===== config.mk =====
export PLATFORM = sky130hd
export DESIGN_NAME = ntc_average_overtemp_monitor_core
export DESIGN_NICKNAME = d
export VERILOG_FILES = /design/src/hdl/ntcmon_pkg.sv /design/src/hdl/ntcmon_csr.sv /design/src/hdl/ntcmon_ctrl.sv /design/src/hdl/ntcmon_dpath.sv /design/src/hdl/ntc_average_overtemp_monitor_core.sv
export SDC_FILE = /design/constraint.sdc
export NUM_CORES = 2
export LEC_CHECK = 0
export BUFFER_PORTS_ARGS = -buffer_cell sky130_fd_sc_hd__buf_4
export CAP_MARGIN = 20
export CORE_MARGIN = 1.5
export CORE_UTILIZATION = 50
export DETAILED_ROUTE_END_ITERATION = 12
export GPL_TIMING_DRIVEN = 0
export HOLD_SLACK_MARGIN = 0.03
export PLACE_DENSITY = 0.71
export SLEW_MARGIN = 20
export SYNTH_ARGS = -nofsm -noshare
export SYNTH_HDL_FRONTEND = slang
export SYNTH_SLANG_ARGS = --single-unit

===== constraint.sdc =====
create_clock -name clock -period 9.4 [get_ports clock]
set_input_delay 0.47 -clock clock [delete_from_list [all_inputs] [get_ports clock]]
set_output_delay 0.47 -clock clock [all_outputs]
set_load 0.01 [all_outputs]

===== src/hdl/ntcmon_pkg.sv =====
`timescale 1ns / 1ps
// shared types and constants of the ntc average over-temperature monitor
// used by ntcmon_csr, ntcmon_ctrl, ntcmon_dpath and the top level
package ntcmon_pkg;

   localparam int SAMPLE_WIDTH = 16;
   localparam int DATA_WIDTH   = 16;
   localparam int CSR_IDX_W    = 3;
   localparam int REQ_TDATA_W  = 16;
   localparam int RSP_TDATA_W  = 40;
   localparam int DIV_STEPS    = DATA_WIDTH;
   localparam int DIV_CNT_W    = $clog2(DIV_STEPS);
   localparam int MUL_W        = DATA_WIDTH + 2;
   localparam int PROD_W       = 2 * MUL_W;
   localparam int SCALE_SHIFT  = 16;

   typedef enum logic [CSR_IDX_W-1:0] {
      REG_FILTER_LENGTH     = 3'd0,
      REG_OVER_THRESHOLD    = 3'd1,
      REG_RELEASE_THRESHOLD = 3'd2,
      REG_VIRTUAL_MODE      = 3'd3,
      REG_EXPECTED_CELSIUS  = 3'd4,
      REG_DIGITAL_OFFSET    = 3'd5,
      REG_SENSITIVITY       = 3'd6,
      REG_CELSIUS_OFFSET    = 3'd7
   } csr_index_type;

   typedef struct packed {
      logic [DATA_WIDTH-1:0]        filter_length;
      logic [DATA_WIDTH-1:0]        over_threshold;
      logic [DATA_WIDTH-1:0]        release_threshold;
      logic                         virtual_mode;
      logic signed [DATA_WIDTH-1:0] expected_celsius;
      logic [DATA_WIDTH-1:0]        digital_offset;
      logic signed [DATA_WIDTH-1:0] sensitivity;
      logic signed [DATA_WIDTH-1:0] celsius_offset;
   } cfg_type;

   typedef enum logic [2:0] {
      ST_IDLE,
      ST_MUL,
      ST_ACC,
      ST_DIV,
      ST_EVAL,
      ST_DONE
   } ctrl_state_type;

   typedef struct packed {
      logic capture;     // latch the sample of the accepted beat
      logic clear_fault; // virtual mode forces the flag low
      logic mul_acc;     // product <= (n-1) * average
      logic load_div;    // dividend <= product + sample
      logic div_step;    // one restoring divide step
      logic eval;        // fault update and celsius product
      logic load_out;    // move the result into the output register
   } cmd_type;

   typedef struct packed {
      logic virtual_mode;
      logic sample_invalid;
      logic div_last;
      logic out_free;
   } sts_type;

endpackage


===== src/hdl/ntcmon_csr.sv =====
`timescale 1ns / 1ps
// configuration register file of the monitor, one write beat per register
// depends on ntcmon_pkg
module ntcmon_csr (
   input  logic                                clock,
   input  logic                                reset,
   input  logic                                csr_valid,
   output logic                                csr_ready,
   input  logic [ntcmon_pkg::CSR_IDX_W-1:0]    csr_index,
   input  logic [ntcmon_pkg::DATA_WIDTH-1:0]   csr_data,
   output ntcmon_pkg::cfg_type                 cfg
);

   ntcmon_pkg::cfg_type cfg_ff, cfg_in;

   assign csr_ready = 1'b1;
   assign cfg       = cfg_ff;

   always_comb begin
      cfg_in = cfg_ff;
      if (csr_valid) begin
         case (ntcmon_pkg::csr_index_type'(csr_index))
            ntcmon_pkg::REG_FILTER_LENGTH:     cfg_in.filter_length     = csr_data;
            ntcmon_pkg::REG_OVER_THRESHOLD:    cfg_in.over_threshold    = csr_data;
            ntcmon_pkg::REG_RELEASE_THRESHOLD: cfg_in.release_threshold = csr_data;
            ntcmon_pkg::REG_VIRTUAL_MODE:      cfg_in.virtual_mode      = csr_data[0];
            ntcmon_pkg::REG_EXPECTED_CELSIUS:  cfg_in.expected_celsius  = csr_data;
            ntcmon_pkg::REG_DIGITAL_OFFSET:    cfg_in.digital_offset    = csr_data;
            ntcmon_pkg::REG_SENSITIVITY:       cfg_in.sensitivity       = csr_data;
            ntcmon_pkg::REG_CELSIUS_OFFSET:    cfg_in.celsius_offset    = csr_data;
            default:                           cfg_in = cfg_ff;
         endcase
      end
   end

   always_ff @(posedge clock) begin
      if (reset) begin
         cfg_ff.filter_length     <= 16'd16;
         cfg_ff.over_threshold    <= 16'hFFFF;
         cfg_ff.release_threshold <= 16'd0;
         cfg_ff.virtual_mode      <= 1'b0;
         cfg_ff.expected_celsius  <= 16'sd25;
         cfg_ff.digital_offset    <= 16'd0;
         cfg_ff.sensitivity       <= 16'sd0;
         cfg_ff.celsius_offset    <= 16'sd0;
      end else begin
         cfg_ff <= cfg_in;
      end
   end

endmodule


===== src/hdl/ntcmon_ctrl.sv =====
`timescale 1ns / 1ps
// sequencer of the monitor: multiply, divide, evaluate and hand off one item
// depends on ntcmon_pkg
module ntcmon_ctrl (
   input  logic                clock,
   input  logic                reset,
   input  logic                req_tvalid,
   output logic                req_tready,
   input  ntcmon_pkg::sts_type sts,
   output ntcmon_pkg::cmd_type cmd
);

   ntcmon_pkg::ctrl_state_type state_ff, state_in;
   logic accept;

   assign accept = req_tvalid && (state_ff == ntcmon_pkg::ST_IDLE);

   always_comb begin
      state_in = state_ff;
      case (state_ff)
         ntcmon_pkg::ST_IDLE: begin
            if (req_tvalid) begin
               if (sts.virtual_mode)        state_in = ntcmon_pkg::ST_DONE;
               else if (sts.sample_invalid) state_in = ntcmon_pkg::ST_EVAL;
               else                         state_in = ntcmon_pkg::ST_MUL;
            end
         end
         ntcmon_pkg::ST_MUL:  state_in = ntcmon_pkg::ST_ACC;
         ntcmon_pkg::ST_ACC:  state_in = ntcmon_pkg::ST_DIV;
         ntcmon_pkg::ST_DIV: begin
            if (sts.div_last) state_in = ntcmon_pkg::ST_EVAL;
         end
         ntcmon_pkg::ST_EVAL: state_in = ntcmon_pkg::ST_DONE;
         ntcmon_pkg::ST_DONE: begin
            if (sts.out_free) state_in = ntcmon_pkg::ST_IDLE;
         end
         default: state_in = ntcmon_pkg::ST_IDLE;
      endcase
   end

   always_comb begin
      cmd        = '0;
      req_tready = 1'b0;
      case (state_ff)
         ntcmon_pkg::ST_IDLE: begin
            req_tready      = 1'b1;
            cmd.capture     = accept;
            cmd.clear_fault = accept && sts.virtual_mode;
         end
         ntcmon_pkg::ST_MUL:  cmd.mul_acc  = 1'b1;
         ntcmon_pkg::ST_ACC:  cmd.load_div = 1'b1;
         ntcmon_pkg::ST_DIV:  cmd.div_step = 1'b1;
         ntcmon_pkg::ST_EVAL: cmd.eval     = 1'b1;
         ntcmon_pkg::ST_DONE: cmd.load_out = sts.out_free;
         default: cmd = '0;
      endcase
   end

   always_ff @(posedge clock) begin
      if (reset) begin
         state_ff <= ntcmon_pkg::ST_IDLE;
      end else begin
         state_ff <= state_in;
      end
   end

endmodule


===== src/hdl/ntcmon_dpath.sv =====
`timescale 1ns / 1ps
// datapath of the monitor: shared multiplier, restoring divider, fault flag,
// celsius scaling and the output register; depends on ntcmon_pkg
module ntcmon_dpath (
   input  logic                                 clock,
   input  logic                                 reset,
   input  ntcmon_pkg::cfg_type                  cfg,
   input  ntcmon_pkg::cmd_type                  cmd,
   output ntcmon_pkg::sts_type                  sts,
   input  logic [ntcmon_pkg::REQ_TDATA_W-1:0]   req_tdata,
   output logic                                 rsp_tvalid,
   input  logic                                 rsp_tready,
   output logic [ntcmon_pkg::RSP_TDATA_W-1:0]   rsp_tdata
);

   localparam int DW = ntcmon_pkg::DATA_WIDTH;
   localparam int SW = ntcmon_pkg::SAMPLE_WIDTH;
   localparam int MW = ntcmon_pkg::MUL_W;
   localparam int PW = ntcmon_pkg::PROD_W;

   logic [SW-1:0]        sample_ff;
   logic [DW-1:0]        avg_ff, avg_in;
   logic                 fault_ff, fault_in;
   logic signed [PW-1:0] prod_ff;
   logic [DW-1:0]        rem_ff, quo_ff;
   logic [ntcmon_pkg::DIV_CNT_W-1:0] cnt_ff;
   logic                 out_valid_ff;
   logic [ntcmon_pkg::RSP_TDATA_W-1:0] out_data_ff;

   logic [SW-1:0]        sample_in;
   logic [DW-1:0]        n_eff;
   logic signed [MW-1:0] mul_a, mul_b;
   logic signed [PW-1:0] mul_p;
   logic [2*DW-1:0]      acc;
   logic [DW:0]          div_cat;
   logic                 div_ge;
   logic [DW-1:0]        rem_in, quo_in;
   logic signed [PW-1:0] biased;
   logic signed [PW-1:0] scaled;
   logic [DW-1:0]        cel_real, cel;

   assign sample_in = req_tdata[SW-1:0];
   assign n_eff     = (cfg.filter_length == '0) ? DW'(1) : cfg.filter_length;

   // one signed multiplier serves both the filter and the celsius scaling
   always_comb begin
      if (cmd.eval) begin
         mul_a = MW'($signed({1'b0, avg_ff}) - $signed({1'b0, cfg.digital_offset}));
         mul_b = MW'(cfg.sensitivity);
      end else begin
         mul_a = $signed({2'b00, n_eff - DW'(1)});
         mul_b = $signed({2'b00, avg_ff});
      end
      mul_p = mul_a * mul_b;
   end

   assign acc = prod_ff[2*DW-1:0] + {{(2*DW-SW){1'b0}}, sample_ff};

   // restoring step, remainder always stays below n
   assign div_cat = {rem_ff, quo_ff[DW-1]};
   assign div_ge  = div_cat >= {1'b0, n_eff};
   always_comb begin
      rem_in = div_ge ? DW'(div_cat - {1'b0, n_eff}) : div_cat[DW-1:0];
      quo_in = {quo_ff[DW-2:0], div_ge};
   end

   always_comb begin
      avg_in   = avg_ff;
      fault_in = fault_ff;
      if (cmd.div_step && (cnt_ff == ntcmon_pkg::DIV_CNT_W'(ntcmon_pkg::DIV_STEPS - 1)))
         avg_in = quo_in;
      if (cmd.clear_fault) begin
         fault_in = 1'b0;
      end else if (cmd.eval) begin
         if (avg_ff > cfg.over_threshold)         fault_in = 1'b1;
         else if (avg_ff < cfg.release_threshold) fault_in = 1'b0;
      end
   end

   // truncate toward zero: bias negative products before the arithmetic shift
   always_comb begin
      biased   = prod_ff + (prod_ff[PW-1] ? PW'((1 << ntcmon_pkg::SCALE_SHIFT) - 1) : PW'(0));
      scaled   = biased >>> ntcmon_pkg::SCALE_SHIFT;
      cel_real = scaled[DW-1:0] + cfg.celsius_offset;
      cel      = cfg.virtual_mode ? cfg.expected_celsius : cel_real;
   end

   always_ff @(posedge clock) begin
      if (cmd.capture)  sample_ff <= sample_in;
      if (cmd.mul_acc || cmd.eval) prod_ff <= mul_p;
      if (cmd.load_div) begin
         rem_ff <= acc[2*DW-1:DW];
         quo_ff <= acc[DW-1:0];
         cnt_ff <= '0;
      end else if (cmd.div_step) begin
         rem_ff <= rem_in;
         quo_ff <= quo_in;
         cnt_ff <= cnt_ff + 1'b1;
      end
      if (cmd.load_out) begin
         out_data_ff <= {{(ntcmon_pkg::RSP_TDATA_W - 2*DW - 1){1'b0}}, cel, avg_ff, fault_ff};
      end
   end

   always_ff @(posedge clock) begin
      if (reset) begin
         avg_ff       <= '0;
         fault_ff     <= 1'b0;
         out_valid_ff <= 1'b0;
      end else begin
         avg_ff   <= avg_in;
         fault_ff <= fault_in;
         if (cmd.load_out)     out_valid_ff <= 1'b1;
         else if (rsp_tready)  out_valid_ff <= 1'b0;
      end
   end

   assign rsp_tvalid = out_valid_ff;
   assign rsp_tdata  = out_data_ff;

   always_comb begin
      sts.virtual_mode   = cfg.virtual_mode;
      sts.sample_invalid = &sample_in;
      sts.div_last       = (cnt_ff == ntcmon_pkg::DIV_CNT_W'(ntcmon_pkg::DIV_STEPS - 1));
      sts.out_free       = !out_valid_ff || rsp_tready;
   end

endmodule


===== src/hdl/ntc_average_overtemp_monitor_core.sv =====
`timescale 1ns / 1ps
// Temperature monitor for a slow NTC sensor. Each req beat carries one raw ADC
// sample; a sample of all ones is invalid and leaves the running average
// alone. A valid sample updates avg = ((N-1)*avg + sample)/N, then the fault
// flag sets above the over threshold and clears below the release threshold.
// Every req beat gives one rsp beat with the flag, the average and the
// average in degrees Celsius (the expected value in virtual mode). One item
// at a time: one multiply, one add, 16 restoring divide steps in a shared
// subtractor, the fault check with the scaling multiply, the output load; an
// invalid sample skips to the fault check, virtual mode clears the flag and
// skips to the output load. The next req beat is taken the cycle after the
// output load, which waits while a previous result waits on rsp_tready.
// A finished result sits in the rsp register while the next beat is taken.
// depends on ntcmon_pkg, ntcmon_csr, ntcmon_ctrl, ntcmon_dpath
module ntc_average_overtemp_monitor_core (
   input  logic                                 clock,
   input  logic                                 reset,
   // sample [15:0]
   input  logic [ntcmon_pkg::REQ_TDATA_W-1:0]   req_tdata,
   input  logic                                 req_tvalid,
   output logic                                 req_tready,
   // fault [0], average_digital [16:1], temperature_celsius [32:17], zero pad
   output logic [ntcmon_pkg::RSP_TDATA_W-1:0]   rsp_tdata,
   output logic                                 rsp_tvalid,
   input  logic                                 rsp_tready,
   input  logic                                 csr_valid,
   output logic                                 csr_ready,
   input  logic [ntcmon_pkg::CSR_IDX_W-1:0]     csr_index,
   input  logic [ntcmon_pkg::DATA_WIDTH-1:0]    csr_data
);

   ntcmon_pkg::cfg_type cfg;
   ntcmon_pkg::cmd_type cmd;
   ntcmon_pkg::sts_type sts;

   ntcmon_csr u_csr (
      .clock     (clock),
      .reset     (reset),
      .csr_valid (csr_valid),
      .csr_ready (csr_ready),
      .csr_index (csr_index),
      .csr_data  (csr_data),
      .cfg       (cfg)
   );

   ntcmon_ctrl u_ctrl (
      .clock      (clock),
      .reset      (reset),
      .req_tvalid (req_tvalid),
      .req_tready (req_tready),
      .sts        (sts),
      .cmd        (cmd)
   );

   ntcmon_dpath u_dpath (
      .clock      (clock),
      .reset      (reset),
      .cfg        (cfg),
      .cmd        (cmd),
      .sts        (sts),
      .req_tdata  (req_tdata),
      .rsp_tvalid (rsp_tvalid),
      .rsp_tready (rsp_tready),
      .rsp_tdata  (rsp_tdata)
   );

endmodule


==> run_results.csv <==
group,metric,value,unit
status,status,"complete, no violations",
power,report.power.total,0.00284,W
synthesis,yosysWarnings,0,
floorplanning,io-pin-count,83,
critical_path,crit_path_start_kind,"register",
timing,slew_viol_final,0,
min_path,hp-class,"in2reg",
cells_and_area,fillers,4552,
floorplanning,die_area,52800,sq um
grt,grt_max_degree,37,
synthesis,synthArstFlopShare,0,
timing,worst_pin_slew,1040,ps
timing,rsz0062_at_grt,"no",
critical_path,cp_max_fo,9,
clock_network,clockBufferDepth,3,
timing,period_minus_slack,9080,ps
timing,finalSetupTns,0,ps
routing,firstDrtPassIters,6,
cells_and_area,multi_input_area,17600,sq um
cells_and_area,fin_util,0.559,
placement,dpl-instance-area,27200,sq um
timing,finClkSkew,27.1,ps
placement,place.port_buffers,70,
clock_network,cts-htree-levels,1,
critical_path,cpPeakStageDelay,780,ps
synthesis,yosysTopAreaCell,"fa_1",
cells_and_area,seqCellArea,6190,sq um
floorplanning,fp.dieH,230,microns
cells_and_area,fin_cells,3715,
synthesis,syn_inst,2917,
critical_path,crit_buf_inv,4,
routing,wl_met3,6060,microns
placement,dp_hpwl,63200,microns
routing,antenna_left,0,
critical_path,slowest_stage,"dfxtp_1",
grt,antenna_found_initial,1,
placement,gp_congestion,1.00,
power,peakVddDrop,0.117,mV
clock_network,tritoncts,"built",
routing,drt_iter0_drc,1817,
routing,drt-met1-wl,31800,microns
clock_network,clk_pin_slew_worst_paths,70,ps
placement,place_inst,3667,
timing,fmax,110,MHz
timing,timing.final.crit_share,0.966,
synthesis,syn_area,25700,sq um
clock_network,numCtsBuffers,25,
grt,grt_overflow,0,
synthesis,synth_top_area_frac,0.251,
grt,grt_usage,0.301,
cells_and_area,area_delta_synth_final,9.87,%
routing,viasPerCell,5.62,
synthesis,synth_edf_count,114,
grt,grt_first_pass_wirelength,122000,microns
critical_path,crit_path_end_kind,"register",
floorplanning,die_w,230,microns
cells_and_area,stdcell_area,28200,sq um
synthesis,synth_cell_types,74,
critical_path,cp.required,9700,ps
critical_path,cp_common_cell,"fa_1",
floorplanning,start_util,0.509,
synthesis,syn_avg_cell_area,8.81,sq um
timing,hold_viol_final,0,
timing,setup_viol,0,
cells_and_area,drive_above_1_share,0.0707,
critical_path,worstPathArrival,9390,ps
routing,post_drt_wl_per_cell,21.0,microns
job,cap_violations,0,
routing,wl_met2,36600,microns
synthesis,synth_common_cells,"nand2_1, inv_1, fa_1",
power,power_density,101,nW/um^2
clock_network,cts_sinks,252,
cells_and_area,nNetsFinal,3589,
routing,drt-total-wl,78100,microns
synthesis,ys.flop_type,"dfxtp_1",
critical_path,worst_path_dominant_cell_family,"adder cells",
power,p_leak,12.7,nW
routing,route.detailed.drc,0,
synthesis,ys_top_cells_by_area,"fa_1, edfxtp_1, dfxtp_1",
timing,slew-limit-headroom,0.307,
clock_network,root_buffer,"clkbuf_16",
synthesis,yosysSeqAreaShare,0.241,
routing,num_vias,20900,
routing,highest-signal-layer,"met5",
floorplanning,placementRows,82,
critical_path,worstSetupPathType,"reg2reg",
synthesis,synth_most_common_cell,"nand2_1",
clock_network,cts_hold_buf,0,
clock_network,clk_latency,570,ps
grt,first_global_vias,21200,
floorplanning,core,50500,sq um
synthesis,ys_ff_latch,252,
state kept, by name, summed over array words and instances, names as in the netlist:
register / cells
u_dpath.rsp_tdata: 33
u_dpath.sample_ff: 16
u_dpath.prod_ff: 33
u_dpath.cnt_ff: 4
u_dpath.rem_ff: 16
u_csr.cfg: 113
u_dpath.avg_ff: 16
u_dpath.fault_ff: 1
u_dpath.rsp_tvalid: 1
u_ctrl.state_ff: 3
u_dpath.quo_ff: 16
worst paths after layout:
path	endpoint	depth (start not counted)	slack (ps)	from
setup / recovery	u_dpath.prod_ff[35]	28	320	u_dpath.avg_ff[7]
hold / removal	u_dpath.sample_ff[2]	1	100	req_tdata[2]
setup reg to reg	u_dpath.prod_ff[35]	28	320	u_dpath.avg_ff[7]
hold reg to reg	u_dpath.rsp_tdata[0]	0	450	u_dpath.fault_ff
timing repair:
action	in CTS	in global routing
setup buffers	3	3
resized for setup	27	31
setup endpoints to repair	2	2
gates cloned	0	0
pin swaps	2	10
cell usage in the layout (no fill, tap or decap), types with 7 or more instances in the layout:
cell       instances
a21oi_1          195
nand2b_1          28
o21ai_1            7
a211o_1           20
clkbuf_16         25
o211ai_1           9
a21o_1            43
o21a_1            18
dfxtp_1          131
nand4_1           19
and3_1            13
buf_2              8
nor3_1            48
nor2b_1           22
nand3_1           44
xnor2_1           86
clkbuf_1          77
or3_1             11
xor2_1            31
o21bai_1           7
edfxtp_1         114
conb_1             8
nand2_1          497
nor2_1           232
mux2i_1           13
buf_4             87
o21ai_0           71
inv_1            454
a211oi_1          21
fa_1             320
ha_1             202
and2_1            23
dfxtp_2            7
stage by stage:
step	hold slack [ps]	setup WS, ps
5_1_grt	106	43.1
2_1_floorplan	402	1610
4_1_cts	95.1	8.29
6_report	103	317
3_3_place_gp	433	-844
3_5_place_dp	423	-926
final cells by class:
class | instances | area share
clock buffer | 34 | 0.0244
tap | 672 | 0.0298
multi-input combinational | 2107 | 0.623
clock inverter | 11 | 0.00465
buffer | 102 | 0.0162
timing repair buffer | 78 | 0.0216
sequential | 252 | 0.219
inverter | 458 | 0.0610
antenna | 1 | 0.0000886
per-layer routing:
layer	up-vias	global-route usage
li1	9576	-
met1	10300	0.394
met2	857	0.497
met3	184	0.0477
met4	2	0.127
met5	-	0
where the power goes:
part           leakage (nW)  switching [W]  internal [W]
sequential             2.19      0.0000405       0.00121
clock                 0.403       0.000454      0.000575
combinational          10.1       0.000353      0.000203
kinds of logic after synthesis:
group | Yosys count | synth area share
other cells | 2 | 0.000292
simple gates | 973 | 0.163
buf+inv | 564 | 0.0850
fa+ha+maj | 525 | 0.350
mux | 20 | 0.00799
xor+xnor | 120 | 0.0409
compound gates | 461 | 0.112
flops | 252 | 0.241
No activity file was read; power rests on OpenSTA's default activity.
